## config.mk

```make
export PLATFORM = sky130hd
export DESIGN_NAME = rtc_alarm_countdown
export DESIGN_NICKNAME = d
export VERILOG_FILES = /design/src/rtl/core/rac_pkg.sv /design/src/rtl/core/rtc_alarm_countdown.sv /design/src/rtl/core/rac_cfg_regs.sv /design/src/rtl/core/rac_select.sv /design/src/rtl/core/rac_scale.sv /design/src/rtl/core/rac_sum.sv
export SDC_FILE = /design/constraint.sdc
export NUM_CORES = 1
export LEC_CHECK = 0
export BUFFER_PORTS_ARGS = -buffer_cell sky130_fd_sc_hd__buf_2
export CAP_MARGIN = 20
export CORE_UTILIZATION = 54
export CTS_BUF_LIST = sky130_fd_sc_hd__clkbuf_16
export DETAILED_ROUTE_END_ITERATION = 16
export GPL_ROUTABILITY_DRIVEN = 0
export PLACE_DENSITY = 0.82
export SLEW_MARGIN = 10
export SYNTH_ARGS = -nofsm -noshare
export SYNTH_HDL_FRONTEND = slang
export SYNTH_SLANG_ARGS = --single-unit
```

## constraint.sdc

```tcl
create_clock -name clk -period 7.19 [get_ports clk]
set_clock_uncertainty 0.2 [all_clocks]
set_input_delay 1.0785 -clock clk [delete_from_list [all_inputs] [get_ports clk]]
set_output_delay 1.0785 -clock clk [all_outputs]
set_load 0.01 [all_outputs]
```

## src/rtl/core/rac_pkg.sv

```systemverilog
// ----------------------------------------------------------------------------
// rac_pkg: shared types, constants and decode functions.
// Holds the stage payload types and the alarm byte decoding.
// ----------------------------------------------------------------------------
package rac_pkg;

    localparam int SecW   = 6;
    localparam int MinW   = 6;
    localparam int HourW  = 5;
    localparam int ByteW  = 8;
    localparam int IdxW   = 3;
    localparam int UntilW = 19;

    localparam logic [7:0] WildMask   = 8'hC0;
    localparam logic [7:0] LowSevenMask = 8'h7F;
    localparam logic [3:0] NibbleMask = 4'hF;

    localparam logic [11:0] SecPerHour  = 12'd3600;
    localparam logic signed [15:0] SecPerMin = 16'sd60;
    localparam logic signed [9:0] MinPerHourS = 10'sd60;
    localparam logic [7:0] HoursPerDay = 8'd24;

    typedef enum logic [IdxW-1:0] {
        REG_ALARM_SEC  = 3'd0,
        REG_ALARM_MIN  = 3'd1,
        REG_ALARM_HOUR = 3'd2,
        REG_BINARY     = 3'd3,
        REG_HOUR24     = 3'd4,
        REG_SET_MODE   = 3'd5
    } cfg_index_t;

    typedef struct packed {
        logic [7:0] wake_sec;
        logic [7:0] wake_min;
        logic [6:0] wake_hour;
        logic       wild_sec;
        logic       wild_min;
        logic       wild_hour;
        logic       set_mode;
    } cfg_t;

    typedef struct packed {
        logic              armed;
        logic signed [7:0] hours;
        logic signed [9:0] minutes;
        logic signed [9:0] seconds;
    } sel_t;

    typedef struct packed {
        logic               armed;
        logic signed [19:0] hour_term;
        logic signed [15:0] min_term;
        logic signed [9:0]  seconds;
    } scale_t;

    typedef struct packed {
        logic              armed;
        logic [UntilW-1:0] seconds_until;
    } res_t;

    function automatic logic [7:0] decode_byte(input logic [7:0] b, input logic bin);
        logic [7:0] bcd;
        bcd = ({4'b0, b[7:4]} * 8'd10) + {4'b0, b[3:0] & NibbleMask};
        return bin ? b : bcd;
    endfunction

    function automatic logic [6:0] decode_hour(input logic [7:0] b, input logic bin,
                                               input logic h24);
        logic [7:0]  full;
        logic [6:0]  h;
        logic [13:0] prod;
        logic [3:0]  quot;
        logic [6:0]  rem;
        full = decode_byte(b & LowSevenMask, bin);
        h    = full[6:0];
        prod = {7'b0, h} * 14'd43;
        quot = prod[12:9];
        rem  = h - ({3'b0, quot} * 7'd12);
        if (h24)
        begin
            return h;
        end
        return rem + (b[7] ? 7'd12 : 7'd0);
    endfunction

    function automatic logic is_wild(input logic [7:0] b);
        return (b & WildMask) == WildMask;
    endfunction

endpackage

```

## src/rtl/core/rtc_alarm_countdown.sv

```systemverilog
// ----------------------------------------------------------------------------
// rtc_alarm_countdown: seconds remaining until the next RTC alarm match.
// Each input transaction passes the select, scale and sum registers in turn.
// The three pipeline registers take one transaction per cycle unless out_ready stalls them.
// Reset empties the pipeline and loads the register reset values.
// ----------------------------------------------------------------------------
module rtc_alarm_countdown
    import rac_pkg::*;
(
    input  logic              clk,
    input  logic              rst_n,
    input  logic              cfg_valid,
    output logic              cfg_ready,
    input  logic [IdxW-1:0]   cfg_index,
    input  logic [ByteW-1:0]  cfg_data,
    input  logic              in_valid,
    output logic              in_ready,
    input  logic [SecW-1:0]   now_second,
    input  logic [MinW-1:0]   now_minute,
    input  logic [HourW-1:0]  now_hour,
    input  logic              alarm_pending,
    output logic              out_valid,
    input  logic              out_ready,
    output logic              armed,
    output logic [UntilW-1:0] seconds_until
);

    cfg_t   cfg;
    sel_t   sel_data;
    scale_t scale_data;
    res_t   res_data;
    logic   sel_valid, sel_ready;
    logic   scale_valid, scale_ready;

    rac_cfg_regs u_cfg_regs (
        .clk       (clk),
        .rst_n     (rst_n),
        .cfg_valid (cfg_valid),
        .cfg_ready (cfg_ready),
        .cfg_index (cfg_index),
        .cfg_data  (cfg_data),
        .cfg       (cfg)
    );

    rac_select u_select (
        .clk           (clk),
        .rst_n         (rst_n),
        .cfg           (cfg),
        .in_valid      (in_valid),
        .in_ready      (in_ready),
        .now_second    (now_second),
        .now_minute    (now_minute),
        .now_hour      (now_hour),
        .alarm_pending (alarm_pending),
        .out_valid     (sel_valid),
        .out_ready     (sel_ready),
        .out_data      (sel_data)
    );

    rac_scale u_scale (
        .clk       (clk),
        .rst_n     (rst_n),
        .in_valid  (sel_valid),
        .in_ready  (sel_ready),
        .in_data   (sel_data),
        .out_valid (scale_valid),
        .out_ready (scale_ready),
        .out_data  (scale_data)
    );

    rac_sum u_sum (
        .clk       (clk),
        .rst_n     (rst_n),
        .in_valid  (scale_valid),
        .in_ready  (scale_ready),
        .in_data   (scale_data),
        .out_valid (out_valid),
        .out_ready (out_ready),
        .out_data  (res_data)
    );

    assign armed         = res_data.armed;
    assign seconds_until = res_data.seconds_until;

endmodule

```

## src/rtl/core/rac_cfg_regs.sv

```systemverilog
// ----------------------------------------------------------------------------
// rac_cfg_regs: configuration registers and decoded alarm values.
// The decoded alarm time is registered together with the raw bytes.
// ----------------------------------------------------------------------------
module rac_cfg_regs
    import rac_pkg::*;
(
    input  logic             clk,
    input  logic             rst_n,
    input  logic             cfg_valid,
    output logic             cfg_ready,
    input  logic [IdxW-1:0]  cfg_index,
    input  logic [ByteW-1:0] cfg_data,
    output cfg_t             cfg
);

    logic [7:0] sec_byte_reg, sec_byte_next;
    logic [7:0] min_byte_reg, min_byte_next;
    logic [7:0] hour_byte_reg, hour_byte_next;
    logic       binary_reg, binary_next;
    logic       hour24_reg, hour24_next;
    logic       set_mode_reg, set_mode_next;
    cfg_t       cfg_reg, cfg_next;
    logic       wr_en;

    assign cfg_ready = 1'b1;
    assign wr_en     = cfg_valid && cfg_ready;

    always_comb
    begin
        sec_byte_next  = sec_byte_reg;
        min_byte_next  = min_byte_reg;
        hour_byte_next = hour_byte_reg;
        binary_next    = binary_reg;
        hour24_next    = hour24_reg;
        set_mode_next  = set_mode_reg;
        if (wr_en)
        begin
            unique case (cfg_index)
                REG_ALARM_SEC:  sec_byte_next  = cfg_data;
                REG_ALARM_MIN:  min_byte_next  = cfg_data;
                REG_ALARM_HOUR: hour_byte_next = cfg_data;
                REG_BINARY:     binary_next    = cfg_data[0];
                REG_HOUR24:     hour24_next    = cfg_data[0];
                REG_SET_MODE:   set_mode_next  = cfg_data[0];
                default:        ;
            endcase
        end
    end

    always_comb
    begin
        cfg_next.wake_sec  = decode_byte(sec_byte_next, binary_next);
        cfg_next.wake_min  = decode_byte(min_byte_next, binary_next);
        cfg_next.wake_hour = decode_hour(hour_byte_next, binary_next, hour24_next);
        cfg_next.wild_sec  = is_wild(sec_byte_next);
        cfg_next.wild_min  = is_wild(min_byte_next);
        cfg_next.wild_hour = is_wild(hour_byte_next);
        cfg_next.set_mode  = set_mode_next;
    end

    always_ff @(posedge clk or negedge rst_n)
    begin
        if (!rst_n)
        begin
            sec_byte_reg  <= '0;
            min_byte_reg  <= '0;
            hour_byte_reg <= '0;
            binary_reg    <= 1'b0;
            hour24_reg    <= 1'b1;
            set_mode_reg  <= 1'b0;
            cfg_reg       <= '0;
        end
        else
        begin
            sec_byte_reg  <= sec_byte_next;
            min_byte_reg  <= min_byte_next;
            hour_byte_reg <= hour_byte_next;
            binary_reg    <= binary_next;
            hour24_reg    <= hour24_next;
            set_mode_reg  <= set_mode_next;
            cfg_reg       <= cfg_next;
        end
    end

    assign cfg = cfg_reg;

endmodule

```

## src/rtl/core/rac_select.sv

```systemverilog
// ----------------------------------------------------------------------------
// rac_select: first pipeline stage.
// Compares the current time against the alarm and picks the hour, minute
// and second terms of the countdown.
// ----------------------------------------------------------------------------
module rac_select
    import rac_pkg::*;
(
    input  logic             clk,
    input  logic             rst_n,
    input  cfg_t             cfg,
    input  logic             in_valid,
    output logic             in_ready,
    input  logic [SecW-1:0]  now_second,
    input  logic [MinW-1:0]  now_minute,
    input  logic [HourW-1:0] now_hour,
    input  logic             alarm_pending,
    output logic             out_valid,
    input  logic             out_ready,
    output sel_t             out_data
);

    logic              valid_reg;
    sel_t              data_reg, data_next;
    logic signed [9:0] cs, cm, as_s, am_s, sec_add, sec_wrap;
    logic [7:0]        ch8, ah8, hours, day_hours;

    always_comb
    begin
        cs        = signed'({4'b0, now_second});
        cm        = signed'({4'b0, now_minute});
        as_s      = signed'({2'b0, cfg.wake_sec});
        am_s      = signed'({2'b0, cfg.wake_min});
        ch8       = {3'b0, now_hour};
        ah8       = {1'b0, cfg.wake_hour};
        sec_add   = cfg.wild_sec ? 10'sd0 : as_s;
        sec_wrap  = (cs < as_s) ? (as_s - cs) : (as_s + MinPerHourS - cs);
        hours     = (ch8 < ah8) ? (ah8 - ch8) : (ah8 + HoursPerDay - ch8);
        day_hours = cfg.wild_hour ? 8'd1 : HoursPerDay;

        data_next.armed   = !alarm_pending && !cfg.set_mode;
        data_next.hours   = '0;
        data_next.minutes = '0;
        data_next.seconds = '0;

        priority if (cfg.wild_hour || (ch8 == ah8))
        begin
            priority if (cfg.wild_min)
            begin
                data_next.seconds = cfg.wild_sec ? 10'sd1 : sec_wrap;
            end
            else if (cm < am_s)
            begin
                data_next.minutes = am_s - cm;
                data_next.seconds = sec_add - cs;
            end
            else if (cm == am_s)
            begin
                priority if (cfg.wild_sec)
                begin
                    data_next.seconds = 10'sd1;
                end
                else if (cs < as_s)
                begin
                    data_next.seconds = as_s - cs;
                end
                else
                begin
                    data_next.hours   = day_hours;
                    data_next.seconds = as_s - cs;
                end
            end
            else if (cfg.wild_hour)
            begin
                data_next.minutes = am_s + MinPerHourS - cm;
                data_next.seconds = sec_add - cs;
            end
            else
            begin
                data_next.hours   = HoursPerDay;
                data_next.minutes = am_s - cm;
                data_next.seconds = sec_add - cs;
            end
        end
        else
        begin
            data_next.hours   = hours;
            data_next.minutes = cfg.wild_min ? (10'sd0 - cm) : (am_s - cm);
            data_next.seconds = sec_add - cs;
        end
    end

    assign in_ready = !valid_reg || out_ready;

    always_ff @(posedge clk or negedge rst_n)
    begin
        if (!rst_n)
        begin
            valid_reg <= 1'b0;
        end
        else if (in_ready)
        begin
            valid_reg <= in_valid;
        end
    end

    always_ff @(posedge clk)
    begin
        if (in_valid && in_ready)
        begin
            data_reg <= data_next;
        end
    end

    assign out_valid = valid_reg;
    assign out_data  = data_reg;

endmodule

```

## src/rtl/core/rac_scale.sv

```systemverilog
// ----------------------------------------------------------------------------
// rac_scale: second pipeline stage.
// Scales the hour term to seconds and the minute term to seconds.
// ----------------------------------------------------------------------------
module rac_scale
    import rac_pkg::*;
(
    input  logic   clk,
    input  logic   rst_n,
    input  logic   in_valid,
    output logic   in_ready,
    input  sel_t   in_data,
    output logic   out_valid,
    input  logic   out_ready,
    output scale_t out_data
);

    logic   valid_reg;
    scale_t data_reg, data_next;

    always_comb
    begin
        data_next.armed     = in_data.armed;
        data_next.hour_term = signed'({{12{in_data.hours[7]}}, in_data.hours})
                            * signed'({8'b0, SecPerHour});
        data_next.min_term  = signed'({{6{in_data.minutes[9]}}, in_data.minutes}) * SecPerMin;
        data_next.seconds   = in_data.seconds;
    end

    assign in_ready = !valid_reg || out_ready;

    always_ff @(posedge clk or negedge rst_n)
    begin
        if (!rst_n)
        begin
            valid_reg <= 1'b0;
        end
        else if (in_ready)
        begin
            valid_reg <= in_valid;
        end
    end

    always_ff @(posedge clk)
    begin
        if (in_valid && in_ready)
        begin
            data_reg <= data_next;
        end
    end

    assign out_valid = valid_reg;
    assign out_data  = data_reg;

endmodule

```

## src/rtl/core/rac_sum.sv

```systemverilog
// ----------------------------------------------------------------------------
// rac_sum: third pipeline stage and output register.
// Adds the scaled terms, clamps a negative count to zero and drops the
// count when no alarm is scheduled.
// ----------------------------------------------------------------------------
module rac_sum
    import rac_pkg::*;
(
    input  logic   clk,
    input  logic   rst_n,
    input  logic   in_valid,
    output logic   in_ready,
    input  scale_t in_data,
    output logic   out_valid,
    input  logic   out_ready,
    output res_t   out_data
);

    logic               valid_reg;
    res_t               data_reg, data_next;
    logic signed [21:0] total;

    always_comb
    begin
        total = signed'({{2{in_data.hour_term[19]}}, in_data.hour_term})
              + signed'({{6{in_data.min_term[15]}}, in_data.min_term})
              + signed'({{12{in_data.seconds[9]}}, in_data.seconds});
        data_next.armed = in_data.armed;
        if (!in_data.armed || total[21])
        begin
            data_next.seconds_until = '0;
        end
        else
        begin
            data_next.seconds_until = total[UntilW-1:0];
        end
    end

    assign in_ready = !valid_reg || out_ready;

    always_ff @(posedge clk or negedge rst_n)
    begin
        if (!rst_n)
        begin
            valid_reg <= 1'b0;
        end
        else if (in_ready)
        begin
            valid_reg <= in_valid;
        end
    end

    always_ff @(posedge clk)
    begin
        if (in_valid && in_ready)
        begin
            data_reg <= data_next;
        end
    end

    assign out_valid = valid_reg;
    assign out_data  = data_reg;

endmodule

```

==> results of run 1 <==
-- cells by family after synthesis --
logic type / share of synthesized area, %
AND/OR/NAND/NOR: 10.3
adder cells (fa/ha/maj): 28.3
AO/OA/AOI/OAI: 11.4
buffers and inverters: 6.46
flip-flops: 32.8
XOR/XNOR: 7.39
multiplexers: 3.27
other: 0.0306
-- synthesized netlist by cell type, types with 38 or more instances --
cell type    n  area [sq um]
inv_1      184           691
ha_1       177          2210
nor2_1      99           372
edfxtp_1    90          2700
a21oi_1     75           375
fa_1        63          1260
xnor2_1     61           534
dfrtp_1     52          1300
nand2_1     48           180
xor2_1      40           350
o21ai_0     38           190
-- critical path: cells and delay by family --
kind / cells / cell delay, ns
mux: 1 / 0.24
xor+xnor: 4 / 0.71
simple gates: 7 / 1.06
fa+ha+maj: 9 / 2.89
buf+inv: 6 / 0.50
compound gates: 8 / 1.37
-- metal layers --
metal	wire [um]	share of wire, %	track usage, %	vias to the layer above
met2	13300	53	43.1	209
li1	-	-	-	4396
met3	768	3.1	3.64	74
met5	0	0	0	-
met4	850	3.4	9.48	0
met1	10200	41	25.3	4321
-- path summary, 6_finish.rpt --
kind                                        startpoint                           to  slack, ns
hold reg to reg                   u_select.out_data[1]          u_scale.out_data[1]       0.23
max in group asynchronous                        rst_n            u_scale.out_valid       5.74
setup reg to reg           u_cfg_regs.hour_byte_reg[4]           u_cfg_regs.cfg[10]       0.39
hold / removal                    u_select.out_data[1]          u_scale.out_data[1]       0.23
min in group asynchronous                        rst_n  u_cfg_regs.hour_byte_reg[2]       0.57
setup / recovery                          cfg_index[2]           u_cfg_regs.cfg[10]      -0.49
-- repair_timing --
action                     CTS  global route
setup endpoints to repair    3             4
setup buffers                2             6
gates cloned                 0             0
resized for setup           13            16
pin swaps                   14            21
-- final cells by class --
class                           count  share of cell area (%)
Inverter                          184                    4.82
Clock buffer                       17                    2.97
Clock inverter                     14                    1.44
Timing Repair Buffer              128                    6.08
Multi-Input combinational cell    864                    54.1
Tap cell                          280                    2.44
Antenna cell                        1                  0.0175
Sequential cell                   143                    28.1
-- per-stage QoR --
step | cells | setup TNS [ns] | instance area (sq um) | hold WS [ns] | util, %
final | 1631 | -0.821 | 14300 | 0.229 | 65.1
after global routing | 1631 | -1.99 | 14300 | 0.230 | 65.1
after CTS | 1622 | -0.570 | 14200 | 0.225 | 64.4
after detailed placement | 1589 | -2.41 | 13500 | 0.211 | 61.2
after global placement | 1589 | -1.73 | 13500 | 0.205 | 61.2
after floorplan | 1213 | -1.33 | 12500 | 0.200 | -
==> results by group, run 1 <==
Status
  • Result of the run: complete, but fails checks
  • Failing checks: design-rule violations, negative setup slack

Place
  • IO buf count: 55
  • Final HPWL DP: 19800 um
  • Pre-CTS setup slack: -0.925 ns

Clocking
  • Clk buf depth: 2
  • Clock Sink Count: 143
  • Cts hold-fix bufs: 0
  • Clock Latency Late Sink: 0.43 ns
  • H-tree Lvls: 4
  • Number of CTS-inserted buffers: 17
  • CTS tree: built
  • Clock-pin slew on the worst setup and hold paths: 0.06 ns
  • Root Buffer: clkbuf_16

Worst setup path
  • Max stage delay on crit path: 0.51 ns
  • CP max FO: 7
  • Kind of critical path: primary input to flip-flop
  • R2r worst-path depth: 32
  • CP Launch Type: primary input
  • Worst Path Arrival: 7.83 ns
  • Crit. End Element: flip-flop
  • Worst-path cell with the longest stage delay: fa_1
  • Data required, critical path: 7.34 ns

Cells and area
  • Commonest non-fill, non-tap cell in the layout: inv_1
  • Area of the multi-input gates: 7760 sq um
  • Layout cells sized above 1: 17.7%
  • Max FFs per register: 41
  • # fillers: 1642
  • Most frequent cells in the layout: inv_1, ha_1, nor2_1, edfxtp_1, a21oi_1
  • Layout net count: 1612
  • Area grow syn2layout: 16.8%
  • Seq. cell area: 4030 sq um

Global routing
  • Total gr overflow: 0
  • First-pass GRT wire length: 42800 um
  • GRT Overall Usage: 22.8%
  • Initial antenna violation count: 1
  • Pin count of the biggest net entering global routing: 54
  • Number of global-route vias before repair: 9359

STA
  • Worst slew pin tran: 0.914 ns
  • Rel. slew slack: 39.1%
  • Fin. max-slew vios: 0
  • Hold Fails Final Rpt: 0
  • RSZ-0062 raised after global routing: yes
  • # setup viols final: 2
  • Max Clk Rate: 130 MHz
  • Post-layout min period: 7.68 ns
  • Final period util: 107%
  • Final setup margin: -0.489 ns

Die
  • Die Y: 153 um
  • Core area: 22000 sq um
  • Rows: 54
  • Full die area: 23300 sq um
  • Initial core utilization: 55.7%
  • I/O pin count: 57
  • Die W: 153 um

Synth
  • EDFF count, synth: 90
  • Yosys cell types: 67
  • Post-Synthesis Cell Area: 12300 sq um
  • Mapped Avg Cell Area: 10.1 sq um
  • Synth Register Bits: 143
  • Syn Inst Count: 1213
  • Ys flop type: edfxtp_1
  • Sequential area share after synthesis: 32.8%
  • Syn nets: 1487
  • Ys async rst share: 37.1%
  • Count of yosys warnings during synthesis: 0

Flow run
  • Max-cap violation count: 0

Drt
  • Residual DRC: 3
  • Vias/cell: 5.52
  • Via Count: 9000
  • Starting DRT DRC Count: 419
  • 1st-pass router iterations: 12
  • Antenna Nets Post-Route: 0
  • Total Wirelength: 25200 um
  • Routed len/inst: 15.4 um

Hold path
  • Min-delay worst type: flip-flop to flip-flop
  • Worst Hold Depth: 0
Power of run 1 is left out: the tool's default activity adds up to more than one toggle a clock period on the data nets, which glitch-free logic cannot reach.
==> inputs of run 2 (changes only) <==
--- a/config.mk
+++ b/config.mk
@@ -11,7 +11,9 @@
 export CTS_BUF_LIST = sky130_fd_sc_hd__clkbuf_16
 export DETAILED_ROUTE_END_ITERATION = 16
 export GPL_ROUTABILITY_DRIVEN = 0
+export MAX_ROUTING_LAYER = met4
 export PLACE_DENSITY = 0.82
+export SETUP_SLACK_MARGIN = 0.02
 export SLEW_MARGIN = 10
 export SYNTH_ARGS = -nofsm -noshare
 export SYNTH_HDL_FRONTEND = slang
==> run 2 against run 1 <==
Compared with the run above:
- the flow still finishes with violations (design-rule violations, negative setup slack)
- sequential share of layout area did not move
- clock-buffer cell count did not move
- critical path depth did not move
- cell count did not move
- worst hold slack barely moved
- wire length rose by 0.18%
- sequential cell count did not move
- die area did not move
- core utilization did not move
- fmax barely moved
- setup slack improved by 0.0041 ns
- critical path type unchanged
- critical endpoint unchanged
- highest routed layer unchanged
==> results by group, run 2 (synthesized netlist as in run 1, its figures left out) <==
Die
  • Initial core utilization: 55.7% (unchanged)
  • Core area: 22000 sq um (unchanged)
  • Full die area: 23300 sq um (unchanged)
  • Die Y: 153 um (unchanged)
  • Die W: 153 um (unchanged)
  • I/O pin count: 57 (unchanged)
  • Rows: 54 (unchanged)

Cells and area
  • # fillers: 1642 (unchanged)
  • Max FFs per register: 41 (unchanged)
  • Most frequent cells in the layout: inv_1, ha_1, nor2_1, edfxtp_1, a21oi_1
  • Final Instance Count excl. Fillers: 1631 (unchanged)
  • Area grow syn2layout: 16.8% (unchanged)
  • Final Util: 65.1% (unchanged)
  • Final Cell Area: 14300 sq um (unchanged)
  • Seq. cell area: 4030 sq um (unchanged)
  • Layout cells sized above 1: 17.7% (unchanged)
  • Commonest non-fill, non-tap cell in the layout: inv_1
  • Layout net count: 1612 (unchanged)
  • Area of the multi-input gates: 7760 sq um (unchanged)

Status
  • Result of the run: complete, but fails checks
  • Failing checks: design-rule violations, negative setup slack

Worst setup path
  • Worst Path Arrival: 7.83 ns (about the same)
  • Max stage delay on crit path: 0.51 ns (about the same)
  • Data required, critical path: 7.34 ns (about the same)
  • Worst reg2reg setup slack: 0.39 ns (about the same)
  • CP Launch Type: primary input
  • WP buf/inv: 6 (unchanged)
  • Instance count on the critical path: 35 (unchanged)
  • CP max FO: 7 (unchanged)
  • Kind of critical path: primary input to flip-flop
  • Worst-path cell with the longest stage delay: fa_1
  • Crit. End Element: flip-flop
  • R2r worst-path depth: 32 (unchanged)
  • Critical path's top delay family: adder cells

Drt
  • Starting DRT DRC Count: 421 (+0.48%)
  • Total Wirelength: 25200 um (+0.18%)
  • Routed len/inst: 15.5 um (+0.18%)
  • Antenna Nets Post-Route: 0 (unchanged)
  • Via Count: 8991 (-0.10%)
  • Vias/cell: 5.51 (-0.10%)
  • Residual DRC: 3 (unchanged)
  • 1st-pass router iterations: 13 (+1)

Global routing
  • GRT Overall Usage: 23.5% (+0.69 points)
  • First-pass GRT wire length: 42700 um (-0.13%)
  • Initial antenna violation count: 1 (unchanged)
  • Total gr overflow: 0 (unchanged)
  • Pin count of the biggest net entering global routing: 54 (unchanged)
  • Number of global-route vias before repair: 9356 (-0.032%)

STA
  • Fin. max-slew vios: 0 (unchanged)
  • Rel. slew slack: 39.3% (+0.22 points)
  • RSZ-0062 raised after global routing: yes
  • Final period util: 107% (about the same)
  • Post-layout min period: 7.67 ns (-0.00412 ns)
  • Max Clk Rate: 130 MHz (about the same)
  • Hold Fails Final Rpt: 0 (unchanged)
  • Final setup margin: -0.484 ns (+0.00412 ns)
  • Worst slew pin tran: 0.911 ns (-0.00330 ns)
  • # setup viols final: 2 (unchanged)

Clocking
  • CTS tree: built
  • Number of CTS-inserted buffers: 17 (unchanged)
  • Clock Latency Late Sink: 0.43 ns (about the same)
  • Clock Sink Count: 143 (unchanged)
  • Root Buffer: clkbuf_16
  • Clock-pin slew on the worst setup and hold paths: 0.06 ns (about the same)
  • H-tree Lvls: 4 (unchanged)
  • Clk buf depth: 2 (unchanged)
  • Cts hold-fix bufs: 0 (unchanged)

Place
  • IO buf count: 55 (unchanged)
  • Post-Place Cell Area: 13500 sq um (unchanged)
  • Placed insts: 1589 (unchanged)
  • Final HPWL DP: 19800 um (unchanged)

Hold path
  • Worst Hold Depth: 0 (unchanged)
  • Min-delay worst type: flip-flop to flip-flop

Flow run
  • Max-cap violation count: 0 (unchanged)
-- run 2: layout make-up --
class / count / share of cell area [%]
diodes: 1 / 0.0175
inverters: 184 / 4.82
multi-input cells: 864 / 54.1
flip-flops and latches: 143 / 28.1
repair buffers: 128 / 6.08
clock buffers: 17 / 2.97
well taps: 280 / 2.44
clock inverters: 14 / 1.44
-- run 2: repair_timing --
item                                   in CTS  in global routing
gates resized for setup                    13                 16
setup endpoints to repair                   3                  4
pin swaps                                  14                 21
endpoints found under the hold margin       0                  0
setup buffers                               2                  6
cloned                                      0                  0
-- run 2: worst paths after layout --
kind	startpoint	endpoint
worst min register to register	u_select.out_data[2]	u_scale.out_data[2]
worst min-delay path	u_select.out_data[2]	u_scale.out_data[2]
worst max-delay path	cfg_index[2]	u_cfg_regs.cfg[10]
min in group asynchronous	rst_n	u_cfg_regs.hour_byte_reg[2]
max in group asynchronous	rst_n	u_scale.out_valid
worst max register to register	u_cfg_regs.hour_byte_reg[4]	u_cfg_regs.cfg[10]
-- run 2: layer usage --
metal / up-vias / routed length, um / track usage (%)
li1: 4397 / - / -
met1: 4316 / 10300 / 25.2
met2: 206 / 13200 / 43.0
met3: 72 / 863 / 3.64
met4: 0 / 862 / 9.52
met5: - / 0 / -
-- run 2: metrics by stage --
stage          hold WS [ns]  setup slack, ns  TNS, ns
2_1_floorplan         0.200           -0.742    -1.33
3_3_place_gp          0.205           -0.754    -1.73
3_5_place_dp          0.211           -0.925    -2.41
4_1_cts               0.225           -0.442   -0.570
5_1_grt               0.230           -0.835    -1.99
6_report              0.229           -0.484   -0.823
Power of run 2 is left out for the same reason.
==> inputs of run 3 (changes only) <==
--- a/config.mk
+++ b/config.mk
@@ -7,12 +7,14 @@
 export LEC_CHECK = 0
 export BUFFER_PORTS_ARGS = -buffer_cell sky130_fd_sc_hd__buf_2
 export CAP_MARGIN = 20
-export CORE_UTILIZATION = 54
+export CELL_PAD_IN_SITES_DETAIL_PLACEMENT = 0
+export CELL_PAD_IN_SITES_GLOBAL_PLACEMENT = 2
+export CORE_UTILIZATION = 38
 export CTS_BUF_LIST = sky130_fd_sc_hd__clkbuf_16
 export DETAILED_ROUTE_END_ITERATION = 16
 export GPL_ROUTABILITY_DRIVEN = 0
 export MAX_ROUTING_LAYER = met4
-export PLACE_DENSITY = 0.82
+export PLACE_DENSITY = 0.86
 export SETUP_SLACK_MARGIN = 0.02
 export SLEW_MARGIN = 10
 export SYNTH_ARGS = -nofsm -noshare
==> run 3 against run 2 <==
Compared with the run above:
- the run ends with negative setup slack left
- register-to-register slack gained 0.04 ns
- cell count increased by 7.6%
- fmax increased by 1.1%
- sequential cell count did not move
- sequential share of layout area down 0.39 points
- critical path depth increased by 1
- die area increased by 42%
- worst hold slack lost 0.010 ns
- design area increased by 1.4%
- via count down 5.4%
- clock-buffer cell count unchanged
- non-clock buffer count increased by 2
- critical path type unchanged
==> results by group, run 3 (synthesized netlist as in run 1, its figures left out) <==
Worst setup path
  • Max stage delay on crit path: 0.53 ns (+0.02 ns)
  • WP buf/inv: 6 (unchanged)
  • Crit path capture: u_cfg_regs.cfg[10]
  • Kind of critical path: primary input to flip-flop
  • Worst reg2reg setup slack: 0.43 ns (+0.04 ns)
  • Data required, critical path: 7.35 ns (about the same)
  • Worst flop-to-flop path endpoint: u_cfg_regs.cfg[10]
  • R2r worst-path depth: 35 (+9.4%)
  • Instance count on the critical path: 36 (+2.9%)
  • Worst-path cell with the longest stage delay: fa_1
  • CP startpoint: cfg_index[0]
  • Worst path most repeated cell: ha_4
  • CP max FO: 7 (unchanged)
  • Critical path's top delay family: adder cells
  • Crit. End Element: flip-flop
  • Worst Path Arrival: 7.75 ns (-0.08 ns)
  • Reg-to-Reg Start: u_cfg_regs.hour_byte_reg[4]
  • CP Launch Type: primary input

Clocking
  • Clk buf depth: 2 (unchanged)
  • Cts hold-fix bufs: 0 (unchanged)
  • CTS tree: built
  • Number of CTS-inserted buffers: 17 (unchanged)
  • Clock Latency Late Sink: 0.43 ns (about the same)
  • Clock-pin slew on the worst setup and hold paths: 0.07 ns (about the same)
  • H-tree Lvls: 4 (unchanged)
  • Clock Sink Count: 143 (unchanged)
  • Root Buffer: clkbuf_16

Global routing
  • Number of global-route vias before repair: 8631 (-7.7%)
  • First-pass GRT wire length: 40800 um (-4.5%)
  • Pin count of the biggest net entering global routing: 54 (unchanged)
  • GRT Overall Usage: 15.8% (-7.6 points)
  • Initial antenna violation count: 0 (-1)
  • Total gr overflow: 0 (unchanged)

Die
  • Full die area: 33000 sq um (+42%)
  • Die W: 182 um (+19%)
  • Die Y: 182 um (+19%)
  • Rows: 65 (+20%)
  • Core area: 31600 sq um (+44%)
  • Initial core utilization: 38.8% (-17 points)
  • I/O pin count: 57 (unchanged)

Drt
  • Routed len/inst: 13.5 um (-13%)
  • Residual DRC: 0 (-3)
  • Antenna Nets Post-Route: 0 (unchanged)
  • Starting DRT DRC Count: 271 (-36%)
  • Vias/cell: 4.85 (-12%)
  • Via Count: 8508 (-5.4%)
  • Total Wirelength: 23600 um (-6.3%)
  • 1st-pass router iterations: 4 (-9)

Cells and area
  • Diodes inserted: 0 (-1)
  • Commonest non-fill, non-tap cell in the layout: inv_1
  • Layout net count: 1614 (+0.12%)
  • Layout cells sized above 1: 18.2% (+0.48 points)
  • Max FFs per register: 41 (unchanged)
  • Most frequent cells in the layout: inv_1, ha_1, nor2_1, edfxtp_1, buf_4
  • Final Util: 45.9% (-19 points)
  • Area grow syn2layout: 18.4%

STA
  • Final period util: 106% (-1.2 points)
  • Fin. max-slew vios: 0 (unchanged)
  • Hold Fails Final Rpt: 0 (unchanged)
  • Post-layout min period: 7.59 ns (-0.0846 ns)
  • Rel. slew slack: 41.2% (+1.9 points)
  • Setup_tns: -0.488 ns (+0.335 ns)
  • RSZ-0062 raised after global routing: yes
  • # setup viols final: 2 (unchanged)
  • Final setup margin: -0.400 ns (+0.0846 ns)
  • Worst slew pin tran: 0.874 ns (-0.0368 ns)
  • Max Clk Rate: 132 MHz (+1.1%)

Flow run
  • Max-cap violation count: 0 (unchanged)

Status
  • Failing checks: negative setup slack
  • Result of the run: complete, but fails checks

Place
  • Pre-CTS setup slack: -0.908 ns (+0.0167 ns)
  • Final HPWL DP: 19300 um (-2.5%)
  • IO buf count: 55 (unchanged)

Hold path
  • Min-delay worst type: flip-flop to flip-flop
  • Hold path start: u_select.out_data[0]
## run 3: per-layer routing
metal | vias up | part of all wire, % | global-route usage (%)
met5 | - | 0 | -
met4 | 0 | 1.2 | 4.27
met3 | 17 | 2.4 | 2.57
met2 | 97 | 50 | 27.4
met1 | 3986 | 47 | 19.1
li1 | 4408 | - | -
## run 3: layout make-up
type | count | area, sq um
clock buffer | 17 | 425
clock inverter | 15 | 164
fill | 2869 | 17100
inverter | 184 | 691
multi-input combinational | 864 | 7850
sequential | 143 | 4030
tap | 402 | 503
timing repair buffer | 130 | 871
## run 3: worst reg2reg max path: cells and delay by family (launching register included)
family | cells | cell delay [ns]
AO/OA/AOI/OAI | 11 | 1.82
buffers and inverters | 6 | 0.36
multiplexers | 1 | 0.09
AND/OR/NAND/NOR | 5 | 0.53
adder cells (fa/ha/maj) | 9 | 2.79
XOR/XNOR | 3 | 0.51
flip-flops | 1 | 0.39
## run 3: how the worst min path moves through the flow
stage                                endpoint  depth (start not counted)
after floorplan           u_scale.out_data[0]                          0
after global placement    u_scale.out_data[2]                          0
after detailed placement  u_scale.out_data[0]                          0
after CTS                 u_scale.out_data[0]                          0
after global routing      u_scale.out_data[1]                          0
final                     u_scale.out_data[0]                          0
## run 3: what timing repair did
| action | in CTS | in global routing |
|---|---|---|
| pin swaps | 25 | 20 |
| buffers inserted | 9 | 3 |
| endpoints found under the setup margin | 2 | 5 |
| gates resized for setup | 15 | 22 |
## run 3: through the flow
step           hold slack (ns)  cell area, sq um  std cells
2_1_floorplan            0.200             12500       1213
3_3_place_gp             0.206             13600       1713
3_5_place_dp             0.205             13600       1713
4_1_cts                  0.220             14400       1754
5_1_grt                  0.226             14500       1755
6_report                 0.219             14500       1755
Power of run 3 is left out for the same reason.
